### src/hw/rtl/dxtd_pkg.sv
// ----------------------------------------------------------------------------
// DXT block decoder package
// Shared widths, register indexes and the block descriptor that travels from
// the front end through the queue to the texel emitter.
// ----------------------------------------------------------------------------
package dxtd_pkg;

  // Stream word widths
  localparam int IN_DATA_W  = 128;
  localparam int OUT_DATA_W = 56;

  // Configuration port
  localparam int CFG_IDX_W  = 2;
  localparam int CFG_DATA_W = 13;

  localparam logic [CFG_IDX_W-1:0] CFG_FORMAT_MODE  = 2'd0;
  localparam logic [CFG_IDX_W-1:0] CFG_IMAGE_WIDTH  = 2'd1;
  localparam logic [CFG_IDX_W-1:0] CFG_IMAGE_HEIGHT = 2'd2;

  // Largest image side in texels; larger register values are clamped to it
  localparam logic [CFG_DATA_W-1:0] MAX_SIDE = 13'd4096;

  // Default depth of the block queue between front and back
  localparam int QUEUE_DEPTH = 2;

  // Block descriptor: resolved palette plus everything the emitter needs
  typedef struct packed {
    logic [3:0][7:0] pal_red;
    logic [3:0][7:0] pal_green;
    logic [3:0][7:0] pal_blue;
    logic [31:0]     sel;
    logic [63:0]     alpha_nib;
    logic            dxt3;
    logic            three;
    logic [11:0]     base_x;
    logic [11:0]     base_y;
    logic [2:0]      x_cnt;
    logic [2:0]      y_cnt;
  } desc_t;

endpackage

### src/hw/rtl/dxtd_front.sv
// ----------------------------------------------------------------------------
// DXT block decoder front end
// Holds the configuration registers and the block position counters, builds
// the four-entry palette of each accepted block and pushes a descriptor.
// ----------------------------------------------------------------------------
module dxtd_front
  import dxtd_pkg::*;
(
  input  logic                  clk,
  input  logic                  rst_n,
  input  logic                  cfg_valid,
  output logic                  cfg_ready,
  input  logic [CFG_IDX_W-1:0]  cfg_index,
  input  logic [CFG_DATA_W-1:0] cfg_data,
  input  logic                  in_tvalid,
  output logic                  in_tready,
  input  logic [IN_DATA_W-1:0]  in_tdata,
  input  logic                  q_full,
  output logic                  q_push,
  output desc_t                 q_desc
);

  // Reciprocal of three in 11 fractional bits, exact for values below 768
  localparam logic [9:0] RECIP3 = 10'd683;

  logic                  format_mode_r;
  logic [CFG_DATA_W-1:0] image_width_r;
  logic [CFG_DATA_W-1:0] image_height_r;
  logic [9:0]            block_column_r;
  logic [9:0]            block_row_r;
  logic [9:0]            block_column_nxt;
  logic [9:0]            block_row_nxt;

  logic [15:0]           ep0;
  logic [15:0]           ep1;
  logic [CFG_DATA_W-1:0] w_eff;
  logic [CFG_DATA_W-1:0] h_eff;
  logic [10:0]           cols;
  logic [10:0]           rows;
  logic [10:0]           col_inc;
  logic [10:0]           row_inc;
  logic [11:0]           base_x;
  logic [11:0]           base_y;
  logic [2:0]            x_cnt;
  logic [2:0]            y_cnt;
  logic                  dxt3;
  logic                  three;
  logic [2:0][7:0]       c0;
  logic [2:0][7:0]       c1;
  logic [2:0][7:0]       mid_a;
  logic [2:0][7:0]       mid_b;
  logic                  accept;

  // Divide a small sum by three through the reciprocal product
  function automatic logic [7:0] div3(input logic [9:0] v);
    logic [19:0] prod;
    prod = v * RECIP3;
    return prod[18:11];
  endfunction

  // Clamp a side register into 1..MAX_SIDE
  function automatic logic [CFG_DATA_W-1:0] clamp_side(input logic [CFG_DATA_W-1:0] v);
    logic [CFG_DATA_W-1:0] r;
    r = v;
    if (v == '0) r = CFG_DATA_W'(1);
    else if (v > MAX_SIDE) r = MAX_SIDE;
    return r;
  endfunction

  // Number of texels of the block along one side, 0 when outside the image
  function automatic logic [2:0] side_cnt(input logic [CFG_DATA_W-1:0] lim,
                                          input logic [11:0] base);
    logic [CFG_DATA_W-1:0] rem;
    logic [2:0]            r;
    rem = lim - {1'b0, base};
    if ({1'b0, base} >= lim) r = 3'd0;
    else if (rem >= CFG_DATA_W'(4)) r = 3'd4;
    else r = rem[2:0];
    return r;
  endfunction

  assign cfg_ready = 1'b1;
  assign in_tready = !q_full;
  assign accept    = in_tvalid && !q_full;

  // Configuration registers
  always_ff @(posedge clk) begin
    if (!rst_n) begin
      format_mode_r  <= 1'b0;
      image_width_r  <= CFG_DATA_W'(4);
      image_height_r <= CFG_DATA_W'(4);
    end else if (cfg_valid) begin
      unique case (cfg_index)
        CFG_FORMAT_MODE:  format_mode_r  <= cfg_data[0];
        CFG_IMAGE_WIDTH:  image_width_r  <= cfg_data;
        CFG_IMAGE_HEIGHT: image_height_r <= cfg_data;
        default: ;
      endcase
    end
  end

  // Image geometry and block extent
  always_comb begin
    w_eff  = clamp_side(image_width_r);
    h_eff  = clamp_side(image_height_r);
    cols   = 11'((w_eff + CFG_DATA_W'(3)) >> 2);
    rows   = 11'((h_eff + CFG_DATA_W'(3)) >> 2);
    base_x = {block_column_r, 2'b00};
    base_y = {block_row_r, 2'b00};
    x_cnt  = side_cnt(w_eff, base_x);
    y_cnt  = side_cnt(h_eff, base_y);
  end

  // Block counters advance per accepted block and wrap at the image end
  always_comb begin
    col_inc          = {1'b0, block_column_r} + 11'd1;
    row_inc          = {1'b0, block_row_r} + 11'd1;
    block_column_nxt = col_inc[9:0];
    block_row_nxt    = block_row_r;
    if (col_inc >= cols) begin
      block_column_nxt = '0;
      block_row_nxt    = (row_inc >= rows) ? '0 : row_inc[9:0];
    end
  end

  always_ff @(posedge clk) begin
    if (!rst_n) begin
      block_column_r <= '0;
      block_row_r    <= '0;
    end else if (accept) begin
      block_column_r <= block_column_nxt;
      block_row_r    <= block_row_nxt;
    end
  end

  // Endpoint expansion and palette interpolation
  always_comb begin
    ep0   = in_tdata[15:0];
    ep1   = in_tdata[31:16];
    dxt3  = format_mode_r;
    three = !format_mode_r && (ep0 <= ep1);
    c0[0] = {ep0[15:11], 3'b000};
    c0[1] = {ep0[10:5], 2'b00};
    c0[2] = {ep0[4:0], 3'b000};
    c1[0] = {ep1[15:11], 3'b000};
    c1[1] = {ep1[10:5], 2'b00};
    c1[2] = {ep1[4:0], 3'b000};
    for (int k = 0; k < 3; k++) begin
      if (three) begin
        mid_a[k] = 8'(({1'b0, c0[k]} + {1'b0, c1[k]}) >> 1);
        mid_b[k] = '0;
      end else begin
        mid_a[k] = div3({1'b0, c0[k], 1'b0} + {2'b00, c1[k]});
        mid_b[k] = div3({2'b00, c0[k]} + {1'b0, c1[k], 1'b0});
      end
    end
  end

  // Descriptor for the emitter; blocks wholly outside the image are dropped
  always_comb begin
    q_desc.pal_red   = {mid_b[0], mid_a[0], c1[0], c0[0]};
    q_desc.pal_green = {mid_b[1], mid_a[1], c1[1], c0[1]};
    q_desc.pal_blue  = {mid_b[2], mid_a[2], c1[2], c0[2]};
    q_desc.sel       = in_tdata[63:32];
    q_desc.alpha_nib = in_tdata[127:64];
    q_desc.dxt3      = dxt3;
    q_desc.three     = three;
    q_desc.base_x    = base_x;
    q_desc.base_y    = base_y;
    q_desc.x_cnt     = x_cnt;
    q_desc.y_cnt     = y_cnt;
    q_push           = accept && (x_cnt != 3'd0) && (y_cnt != 3'd0);
  end

endmodule

### src/hw/rtl/dxtd_queue.sv
// ----------------------------------------------------------------------------
// DXT block decoder descriptor queue
// Small register FIFO that decouples block intake from texel emission.
// ----------------------------------------------------------------------------
module dxtd_queue
  import dxtd_pkg::*;
#(
  parameter int DEPTH = QUEUE_DEPTH
) (
  input  logic  clk,
  input  logic  rst_n,
  input  logic  push,
  input  desc_t push_desc,
  output logic  full,
  input  logic  pop,
  output logic  head_valid,
  output desc_t head_desc
);

  localparam int PTR_W = (DEPTH > 1) ? $clog2(DEPTH) : 1;
  localparam int CNT_W = $clog2(DEPTH + 1);

  desc_t            mem_r [DEPTH];
  logic [PTR_W-1:0] wr_ptr_r;
  logic [PTR_W-1:0] rd_ptr_r;
  logic [CNT_W-1:0] count_r;

  assign full       = (count_r == CNT_W'(DEPTH));
  assign head_valid = (count_r != '0);
  assign head_desc  = mem_r[rd_ptr_r];

  // Storage
  always_ff @(posedge clk) begin
    if (push) begin
      mem_r[wr_ptr_r] <= push_desc;
    end
  end

  // Pointers and fill level
  always_ff @(posedge clk) begin
    if (!rst_n) begin
      wr_ptr_r <= '0;
      rd_ptr_r <= '0;
      count_r  <= '0;
    end else begin
      if (push) begin
        wr_ptr_r <= (wr_ptr_r == PTR_W'(DEPTH - 1)) ? '0 : wr_ptr_r + PTR_W'(1);
      end
      if (pop) begin
        rd_ptr_r <= (rd_ptr_r == PTR_W'(DEPTH - 1)) ? '0 : rd_ptr_r + PTR_W'(1);
      end
      if (push && !pop) count_r <= count_r + CNT_W'(1);
      else if (pop && !push) count_r <= count_r - CNT_W'(1);
    end
  end

  // Queue integrity
  a_no_overflow: assert property (@(posedge clk) disable iff (!rst_n) push |-> !full)
    else $error("descriptor pushed into a full queue");
  a_no_underflow: assert property (@(posedge clk) disable iff (!rst_n) pop |-> head_valid)
    else $error("descriptor popped from an empty queue");
  a_nonempty_desc: assert property (@(posedge clk) disable iff (!rst_n)
      push |-> (push_desc.x_cnt != 3'd0) && (push_desc.y_cnt != 3'd0))
    else $error("queued block covers no texel");

endmodule

### src/hw/rtl/dxtd_back.sv
// ----------------------------------------------------------------------------
// DXT block decoder texel emitter
// Walks the in-image texels of the head block in raster order and emits one
// decoded RGBA texel per cycle unless stalled, via a registered output word.
// ----------------------------------------------------------------------------
module dxtd_back
  import dxtd_pkg::*;
(
  input  logic                  clk,
  input  logic                  rst_n,
  input  logic                  q_valid,
  input  desc_t                 q_head,
  output logic                  q_pop,
  output logic                  out_tvalid,
  input  logic                  out_tready,
  output logic [OUT_DATA_W-1:0] out_tdata,
  output logic                  out_tlast
);

  logic [1:0]            lx_r;
  logic [1:0]            ly_r;
  logic                  out_tvalid_r;
  logic [OUT_DATA_W-1:0] out_tdata_r;
  logic                  out_tlast_r;

  logic                  load;
  logic                  last_x;
  logic                  last_y;
  logic [3:0]            t;
  logic [1:0]            idx;
  logic [7:0]            alpha;
  logic [3:0]            nib;

  assign load   = q_valid && (!out_tvalid_r || out_tready);
  assign last_x = ({1'b0, lx_r} == (q_head.x_cnt - 3'd1));
  assign last_y = ({1'b0, ly_r} == (q_head.y_cnt - 3'd1));
  assign q_pop  = load && last_x && last_y;

  // Texel lookup for the current cursor position
  always_comb begin
    t   = {ly_r, lx_r};
    idx = q_head.sel[{t, 1'b0} +: 2];
    nib = q_head.alpha_nib[{t, 2'b00} +: 4];
    if (q_head.dxt3) alpha = {nib, 4'b0000};
    else alpha = (q_head.three && (idx == 2'd3)) ? 8'd0 : 8'd255;
  end

  // Cursor inside the block
  always_ff @(posedge clk) begin
    if (!rst_n) begin
      lx_r <= '0;
      ly_r <= '0;
    end else if (load) begin
      if (last_x) begin
        lx_r <= '0;
        ly_r <= last_y ? 2'd0 : ly_r + 2'd1;
      end else begin
        lx_r <= lx_r + 2'd1;
      end
    end
  end

  // Output word register
  always_ff @(posedge clk) begin
    if (!rst_n) begin
      out_tvalid_r <= 1'b0;
    end else if (load) begin
      out_tvalid_r <= 1'b1;
    end else if (out_tready) begin
      out_tvalid_r <= 1'b0;
    end
  end

  always_ff @(posedge clk) begin
    if (load) begin
      out_tdata_r <= {q_head.base_y + {10'd0, ly_r},
                      q_head.base_x + {10'd0, lx_r},
                      alpha,
                      q_head.pal_blue[idx],
                      q_head.pal_green[idx],
                      q_head.pal_red[idx]};
      out_tlast_r <= last_x && last_y;
    end
  end

  assign out_tvalid = out_tvalid_r;
  assign out_tdata  = out_tdata_r;
  assign out_tlast  = out_tlast_r;

  // Cursor stays inside the head block and restarts after each block
  a_cursor_range: assert property (@(posedge clk) disable iff (!rst_n)
      q_valid |-> ({1'b0, lx_r} < q_head.x_cnt) && ({1'b0, ly_r} < q_head.y_cnt))
    else $error("texel cursor outside the block extent");
  a_cursor_restart: assert property (@(posedge clk) disable iff (!rst_n)
      q_pop |=> (lx_r == 2'd0) && (ly_r == 2'd0))
    else $error("texel cursor not restarted after block end");

endmodule

### src/hw/rtl/dxt_block_texture_decoder_unit.sv
// ----------------------------------------------------------------------------
// DXT1 / DXT3 block texture decoder
// Takes one compressed 4x4 block per word in raster block order and emits the
// decoded RGBA texels that fall inside the image, one texel per word.
//
//   Channel  Dir  Handshake            Payload
//   cfg      in   cfg_valid/cfg_ready  cfg_index, cfg_data
//   in       in   in_tvalid/in_tready  in_tdata (128 bits)
//   out      out  out_tvalid/out_tready out_tdata (56 bits), out_tlast
//
// The texel emitter performs one texel lookup per cycle while the output is
// not stalled, covering each in-image texel of the block.
// The front end accepts a block whenever the descriptor queue has room, so
// the next block enters while the current one is still being emitted.
// A block's first texel passes the descriptor queue, then the output register.
// Reset is synchronous, active low; it restores the default registers and
// returns the block position to the image origin.
// A stalled output holds its word; the queue then fills and in_tready drops.
// ----------------------------------------------------------------------------
module dxt_block_texture_decoder_unit
  import dxtd_pkg::*;
#(
  parameter int QUEUE_DEPTH_P = QUEUE_DEPTH
) (
  input  logic                  clk,
  input  logic                  rst_n,
  // Configuration write channel
  input  logic                  cfg_valid,
  output logic                  cfg_ready,
  input  logic [CFG_IDX_W-1:0]  cfg_index,
  input  logic [CFG_DATA_W-1:0] cfg_data,
  // Compressed blocks
  input  logic                  in_tvalid,
  output logic                  in_tready,
  // endpoint_zero[15:0], endpoint_one[31:16], texel_selectors[63:32],
  // alpha_nibbles[127:64]
  input  logic [IN_DATA_W-1:0]  in_tdata,
  // Decoded texels
  output logic                  out_tvalid,
  input  logic                  out_tready,
  // red[7:0], green[15:8], blue[23:16], alpha[31:24], pos_x[43:32],
  // pos_y[55:44]
  output logic [OUT_DATA_W-1:0] out_tdata,
  // block_done
  output logic                  out_tlast
);

  logic  q_push;
  logic  q_full;
  logic  q_pop;
  logic  q_valid;
  desc_t q_push_desc;
  desc_t q_head;

  // Block intake and palette construction
  dxtd_front u_front (
    .clk       (clk),
    .rst_n     (rst_n),
    .cfg_valid (cfg_valid),
    .cfg_ready (cfg_ready),
    .cfg_index (cfg_index),
    .cfg_data  (cfg_data),
    .in_tvalid (in_tvalid),
    .in_tready (in_tready),
    .in_tdata  (in_tdata),
    .q_full    (q_full),
    .q_push    (q_push),
    .q_desc    (q_push_desc)
  );

  // Descriptor queue
  dxtd_queue #(
    .DEPTH (QUEUE_DEPTH_P)
  ) u_queue (
    .clk        (clk),
    .rst_n      (rst_n),
    .push       (q_push),
    .push_desc  (q_push_desc),
    .full       (q_full),
    .pop        (q_pop),
    .head_valid (q_valid),
    .head_desc  (q_head)
  );

  // Texel emission
  dxtd_back u_back (
    .clk        (clk),
    .rst_n      (rst_n),
    .q_valid    (q_valid),
    .q_head     (q_head),
    .q_pop      (q_pop),
    .out_tvalid (out_tvalid),
    .out_tready (out_tready),
    .out_tdata  (out_tdata),
    .out_tlast  (out_tlast)
  );

endmodule
### config.mk
export PLATFORM = sky130hd
export DESIGN_NAME = dxt_block_texture_decoder_unit
export DESIGN_NICKNAME = d
export VERILOG_FILES = /design/src/hw/rtl/dxtd_pkg.sv /design/src/hw/rtl/dxtd_front.sv /design/src/hw/rtl/dxtd_queue.sv /design/src/hw/rtl/dxtd_back.sv /design/src/hw/rtl/dxt_block_texture_decoder_unit.sv
export SDC_FILE = /design/constraint.sdc
export NUM_CORES = 1
export LEC_CHECK = 0
export ABC_AREA = 1
export ABC_CLOCK_PERIOD_IN_PS = 22600
export BUFFER_PORTS_ARGS = -buffer_cell sky130_fd_sc_hd__buf_2
export CORE_MARGIN = 5
export CORE_UTILIZATION = 55
export DETAILED_ROUTE_END_ITERATION = 8
export GPL_TIMING_DRIVEN = 0
export PLACE_DENSITY = 0.81
export SLEW_MARGIN = 40
export SYNTH_ARGS = -nofsm -noshare
export SYNTH_HDL_FRONTEND = slang
export SYNTH_SLANG_ARGS = --single-unit
### constraint.sdc
create_clock -name clk -period 22.6 [get_ports clk]
set_clock_uncertainty 0.2 [all_clocks]
set_input_delay 2.26 -clock clk [delete_from_list [all_inputs] [get_ports clk]]
set_output_delay 2.26 -clock clk [all_outputs]
set_load 0.02 [all_outputs]
# Yosys cells after proc, flatten, opt, wreduce, memory -nomap -nowiden
# Memories as Yosys holds them, arrays and structs flattened. A register that Yosys moved wholly into a read port is not among the register bits.
# Cells that the tools add are included.
[totals] ff_bits=113 mem_bits_rw=408 in_bits=148 out_inout_bits=60 wordCells=130 mem_count=1
[memory_table] memory="u_queue.mem_r" depth=2 word_bits=204 rd=1 rd_ports_with_merged_regs=1 wr=1 line_no="dxtd_queue.sv:23" rtl="desc_t mem_r [DEPTH];"
[classes] add_sub_neg=25 n_mul=6 magnitude_cmp=10 eq_ne=6 shifts=2 n_mux=36 reduce_logical=30
[op_table] operator="multiplier 10 x 10 -> 19 bit (second input constant)" n=6
[op_table] operator="two-way mux 8 bit" n=11
[op_table] operator="indexed part select 64 x 7 -> 4 bit" n=1
[op_table] operator="two-way mux 13 bit" n=4
[op_table] operator="binary-select mux 8 bit (select 2 bit)" n=3
[op_table] operator="indexed part select 32 x 6 -> 2 bit" n=1
[op_table] operator="adder 8 x 9 -> 10 bit" n=3
[op_table] operator="adder 9 x 8 -> 10 bit" n=3
[op_table] operator="adder 8 x 8 -> 9 bit" n=3
[op_table] operator="adder 13 x 2 -> 13 bit (second input constant)" n=2
[op_table] operator="greater-or-equal comparator 12 x 13 -> 1 bit" n=2
[op_table] operator="greater-or-equal comparator 13 x 3 -> 1 bit (second input constant)" n=2
[op_table] operator="> comparator 13 bit (second input constant)" n=2
[op_table] operator="zero test 13 bit" n=2
[op_table] operator="subtractor 13 x 12 -> 13 bit" n=2
[op_table] operator="adder 12 x 2 -> 12 bit" n=2
[op_table] operator="adder 10 x 1 -> 11 bit (second input constant)" n=2
[op_table] operator="greater-or-equal comparator 11 bit" n=2
[op_table] operator="two-way mux 10 bit" n=2
[op_table] operator="<= comparator 16 bit" n=1
[op_table] operator="two-way mux 3 bit" n=4
[op_table] operator="logical AND 1 bit" n=11
[op_table] operator="AND reduction 2 bit" n=5
[op_table] operator="two-way mux 1 bit" n=8
[op_table] operator="other kinds (14)" n=31

# Longest topological paths before layout
[logic_depth] depth_word=14 depth_mapped=30 depth_no_buf=30

# Cells and area by module
# From an unflattened synthesis, not the netlist that was laid out.
[unflattened] cells_unflattened=3690 area_unflattened_um2=37863.8
[modules_own_cells] module="dxtd_queue" n_inst=1 cells_per_inst=732 area_each_um2=17047.6
[modules_own_cells] module="dxtd_front" n_inst=1 cells_per_inst=2300 area_each_um2=16144.2
[modules_own_cells] module="dxtd_back" n_inst=1 cells_per_inst=658 area_each_um2=4672.0

# Worst setup path after synthesis
# No wires, ideal clock.
[synth_timing] path_type="input to register" start="input in_tvalid" end="memory u_queue.mem_r[0][0] (netlist bit), enable pin" setup_time_ns=0.772 t_arrival_ns=11.126 required_time_ns=21.628 slack_ns=10.502 cell_stages=6 cell_sequence="nand2_1 > nor2_1 > nand2_1 > inv_1 > nand2_1 > nor2_1"
[synth_via] elab_chain_len=5
[synth_rtl] item="start, declared" line_no="dxt_block_texture_decoder_unit.sv:33" rtl="input logic in_tvalid,"
[synth_rtl] item="logical AND 1 bit" line_no="dxtd_front.sv:84" rtl="assign accept = in_tvalid && !q_full;"
[synth_rtl] item="logical AND 1 bit (2 in series)" line_no="dxtd_front.sv:172" rtl="q_push = accept && (x_cnt != 3'd0) && (y_cnt != 3'd0);"
[synth_rtl] item="two-way mux 1 bit" line_no="dxtd_queue.sv:34" rtl="if (push) begin"
[synth_rtl] item="two-way mux 1 bit (implied by the code)" line_no="dxtd_queue.sv:35" rtl="mem_r[wr_ptr_r] <= push_desc;"
[synth_rtl] item="end, declared" line_no="dxtd_queue.sv:23"
# No other way between the ends.

==> results.tsv <==
stage	metric	value	unit
logic_synthesis	syn-cell-area	32600	sq um
logic_synthesis	synth_top_area_share	42.6	%
clocking	h-tree-depth	2	
placed_design	placed_area	35000	sq um
critical_path	slowest_delay	0.55	ns
clocking	post-cts-setup-buffers	0	
critical_path	cp-startpoint	in_tdata[6]	
layout	area_delta_synth_final	12.6	%
logic_synthesis	synth_area_leaders	edfxtp_1 (43%), ha_1 (16%), nand2_1 (5.6%), nor2_1 (5.0%), inv_1 (4.8%)	
floorplanning	rows	89	
global_routing	antenna_found_initial	7	
floorplanning	start_util	55.4	%
clocking	clockBufferDepth	3	
floorplanning	dieWidth	253	um
power_and_ir_drop	p_seq_share	29.1	%
sta	clock.fmax	125	MHz
sta	setup_violations	0	
route	ant_nets	0	
logic_synthesis	synth_edf_count	462	
logic_synthesis	syn-num-nets	3987	
critical_path	crit_cells	26	
sta	finalHoldWorstSlack	0.240	ns
min_path	hold_path_class	reg -> reg	
sta	tns	0	ns
clocking	cts_tree	done	
critical_path	rr_endpoint	u_queue.mem_r[0][145]	
placed_design	gp_congestion	0.908	
logic_synthesis	synth_warnings	0	
clocking	postCtsHoldBufs	0	
critical_path	crit_required	22.79	ns
sta	tightest_slew	0.845	ns
route	viasPerCell	5.74	
logic_synthesis	syn_inst	3361	
logic_synthesis	yosys.area.top_type	edfxtp_1	
critical_path	cp.buffers_inverters	5	
sta	slew_headroom	43.7	%
layout	final_cell_area	36700	sq um
outcome	status	completed	
critical_path	ff2ff_path_depth	29	
layout	drive_gt1_share	10.6	%
critical_path	cp.arrival	8.19	ns
sta	fin_crit	8.00	ns
global_routing	grt.total_usage	25.9	%
global_routing	grt_max_degree	80	
route	firstDrtPassIters	5	
logic_synthesis	syn_area_per_cell	9.69	sq um
placed_design	port_buffers	206	
critical_path	worstSetupPathType	in -> reg	
route	vias	25635	
placed_design	dp_hpwl	63.7	mm
power_and_ir_drop	swShare	43.6	%
floorplanning	ioPinCount	208	
layout	nFillCells	4617	
clocking	numCtsBuffers	52	
global_routing	grt_pass1_vias	25095	
power_and_ir_drop	p_comb_share	53.7	%
logic_synthesis	synth_flop_cell	edfxtp_1	
clocking	clkSlewWorstSetupHoldPaths	0.06	ns
logic_synthesis	synth_async_sr_flop_share	0	%
critical_path	cp-end-kind	flip-flop	
sta	hold_violations	0	
critical_path	start_kind	primary input	
logic_synthesis	yosysUniqueCellTypes	56	
power_and_ir_drop	powerDensity	132	nW/um^2
clocking	cts_sinks	519	
clocking	insertion_delay	0.61	ns
route	wl_per_cell	19.2	um
floorplanning	core	58800	sq um
floorplanning	chipHeight	253	um
floorplanning	die-area	64200	sq um
power_and_ir_drop	p_int	2.73	mW
critical_path	regToRegSetupSlack	17.74	ns
critical_path	rr_startpoint	u_front.image_width_r[4]	
power_and_ir_drop	p_sw	2.11	mW
critical_path	slowest_stage	fa_1	
route	wirelength	85.6	mm
sta	period_share	35.4	%
sta	rsz0062_at_grt	no	
critical_path	crit_fanout	8	
sta	drv_slew	0	
route	drc	0	
logic_synthesis	synth_most_common_cell	nand2_1	
clocking	post_cts_resized	0	
logic_synthesis	ys_seq_area_share	46.1	%
global_routing	grt_overflow	0	
global_routing	grt_first_pass_wirelength	132	mm
power_and_ir_drop	p_leak	16.5	nW
power_and_ir_drop	clockPowerShare	17.2	%
critical_path	crit_top_cell	ha_1	
logic_synthesis	ys_ff_latch	519	
sta	setup_ws	14.60	ns
critical_path	endpoint	u_queue.mem_r[1][175]	
layout	nets	4268	
logic_synthesis	synth_common_cells	nand2_1 (486), edfxtp_1 (462), nor2_1 (437)	
route	drtIter0Drc	2391	
critical_path	crit_family	adder cells	
clocking	cts-root-buf	clkbuf_16	
run	drv_cap	0	
placed_design	pre_cts_ws	14.13	ns
power_and_ir_drop	ir_worst_vdd	0.0000866	V
[layout by cell type, fill, tap and decap left out, types with 9 or more instances in the layout]
cell type	n
nor3_1	27
a21oi_1	164
nor2_1	436
buf_1	12
nand4_1	26
buf_2	233
o22ai_1	14
a31oi_1	14
buf_4	14
edfxtp_1	462
nand2_2	9
nand3_1	148
fa_1	73
o21ai_0	279
clkbuf_16	52
buf_8	12
a21o_1	9
dfxtp_1	57
o21ai_1	17
clkbuf_1	49
o221ai_1	36
xnor2_1	20
inv_1	417
nand2_1	486
ha_1	405
buf_16	9
diode_2	11
xor2_1	78
clkinv_1	10
[final cells by class]
cell class / instances / area (sq um) / area share [%]
diodes: 11 / 27.5 / 0.0751
plain buffers: 97 / 500 / 1.36
clock buffers: 69 / 1390 / 3.78
clock inverters: 25 / 231 / 0.631
inverters: 428 / 1620 / 4.41
multi-input cells: 2317 / 15500 / 42.2
flip-flops and latches: 519 / 15000 / 40.9
well taps: 773 / 967 / 2.64
repair buffers: 227 / 1460 / 3.98
[stage by stage]
stage / total power [mW] / std cells / utilization (%)
3_3_place_gp: 3.87 / 4340 / 58.8
2_1_floorplan: 3.21 / 3361 / -
6_report: 4.83 / 4466 / 62.4
5_1_grt: 5.20 / 4457 / 62.3
3_5_place_dp: 3.95 / 4361 / 59.6
4_1_cts: 4.80 / 4455 / 62.3
[sequential cells by signal, indices dropped and copies added (netlist names), named ones only]
name and count:
u_queue.count_r 2, u_back.out_tdata 53, u_back.lx_r 2, u_back.out_tvalid 1, u_queue.mem_r 408, u_back.out_tlast 1
u_front.dxt3 1, u_queue.wr_ptr_r 1, u_front.image_height_r 13, u_front.image_width_r 13, u_queue.rd_ptr_r 1, u_front.block_row_r 10
u_back.ly_r 2, u_front.block_column_r 10
[cell families after synthesis]
group,after synthesis,synth area share (%)
fa+ha+maj,478,20.0
simple gates,1162,14.7
buf+inv,525,6.48
xor+xnor,98,2.63
compound gates,574,9.82
mux,4,0.200
flops,519,46.1
other cells,1,0.0115
[power by group through the flow]
stage	Clock, mW	Sequential [mW]	Combinational, mW
2_1_floorplan	0	1.51	1.70
3_3_place_gp	0	1.49	2.38
3_5_place_dp	0	1.42	2.52
4_1_cts	0.841	1.40	2.56
5_1_grt	0.882	1.42	2.90
6_report	0.832	1.40	2.59
[worst min-delay path by stage]
| stage | to | from | cells past startpoint |
|---|---|---|---|
| 6_report | u_back.out_tdata[45] | u_back.ly_r[1] | 0 |
| 5_1_grt | u_back.out_tdata[45] | u_back.ly_r[1] | 0 |
| 4_1_cts | u_back.out_tdata[45] | u_back.ly_r[1] | 0 |
| 3_5_place_dp | u_back.out_tdata[45] | u_back.ly_r[1] | 0 |
| 3_3_place_gp | u_back.out_tdata[45] | u_back.ly_r[1] | 0 |
| 2_1_floorplan | u_back.out_tdata[33] | u_back.lx_r[1] | 0 |
[layer usage]
metal / vias to the layer above / track usage [%] / routed length, um
met5: - / 0 / 50
met4: 8 / 11.1 / 3960
met3: 276 / 4.84 / 7940
met2: 1210 / 43.8 / 40500
met1: 12044 / 32.8 / 33100
li1: 12097 / - / -
(Power assumes the default switching activity.)
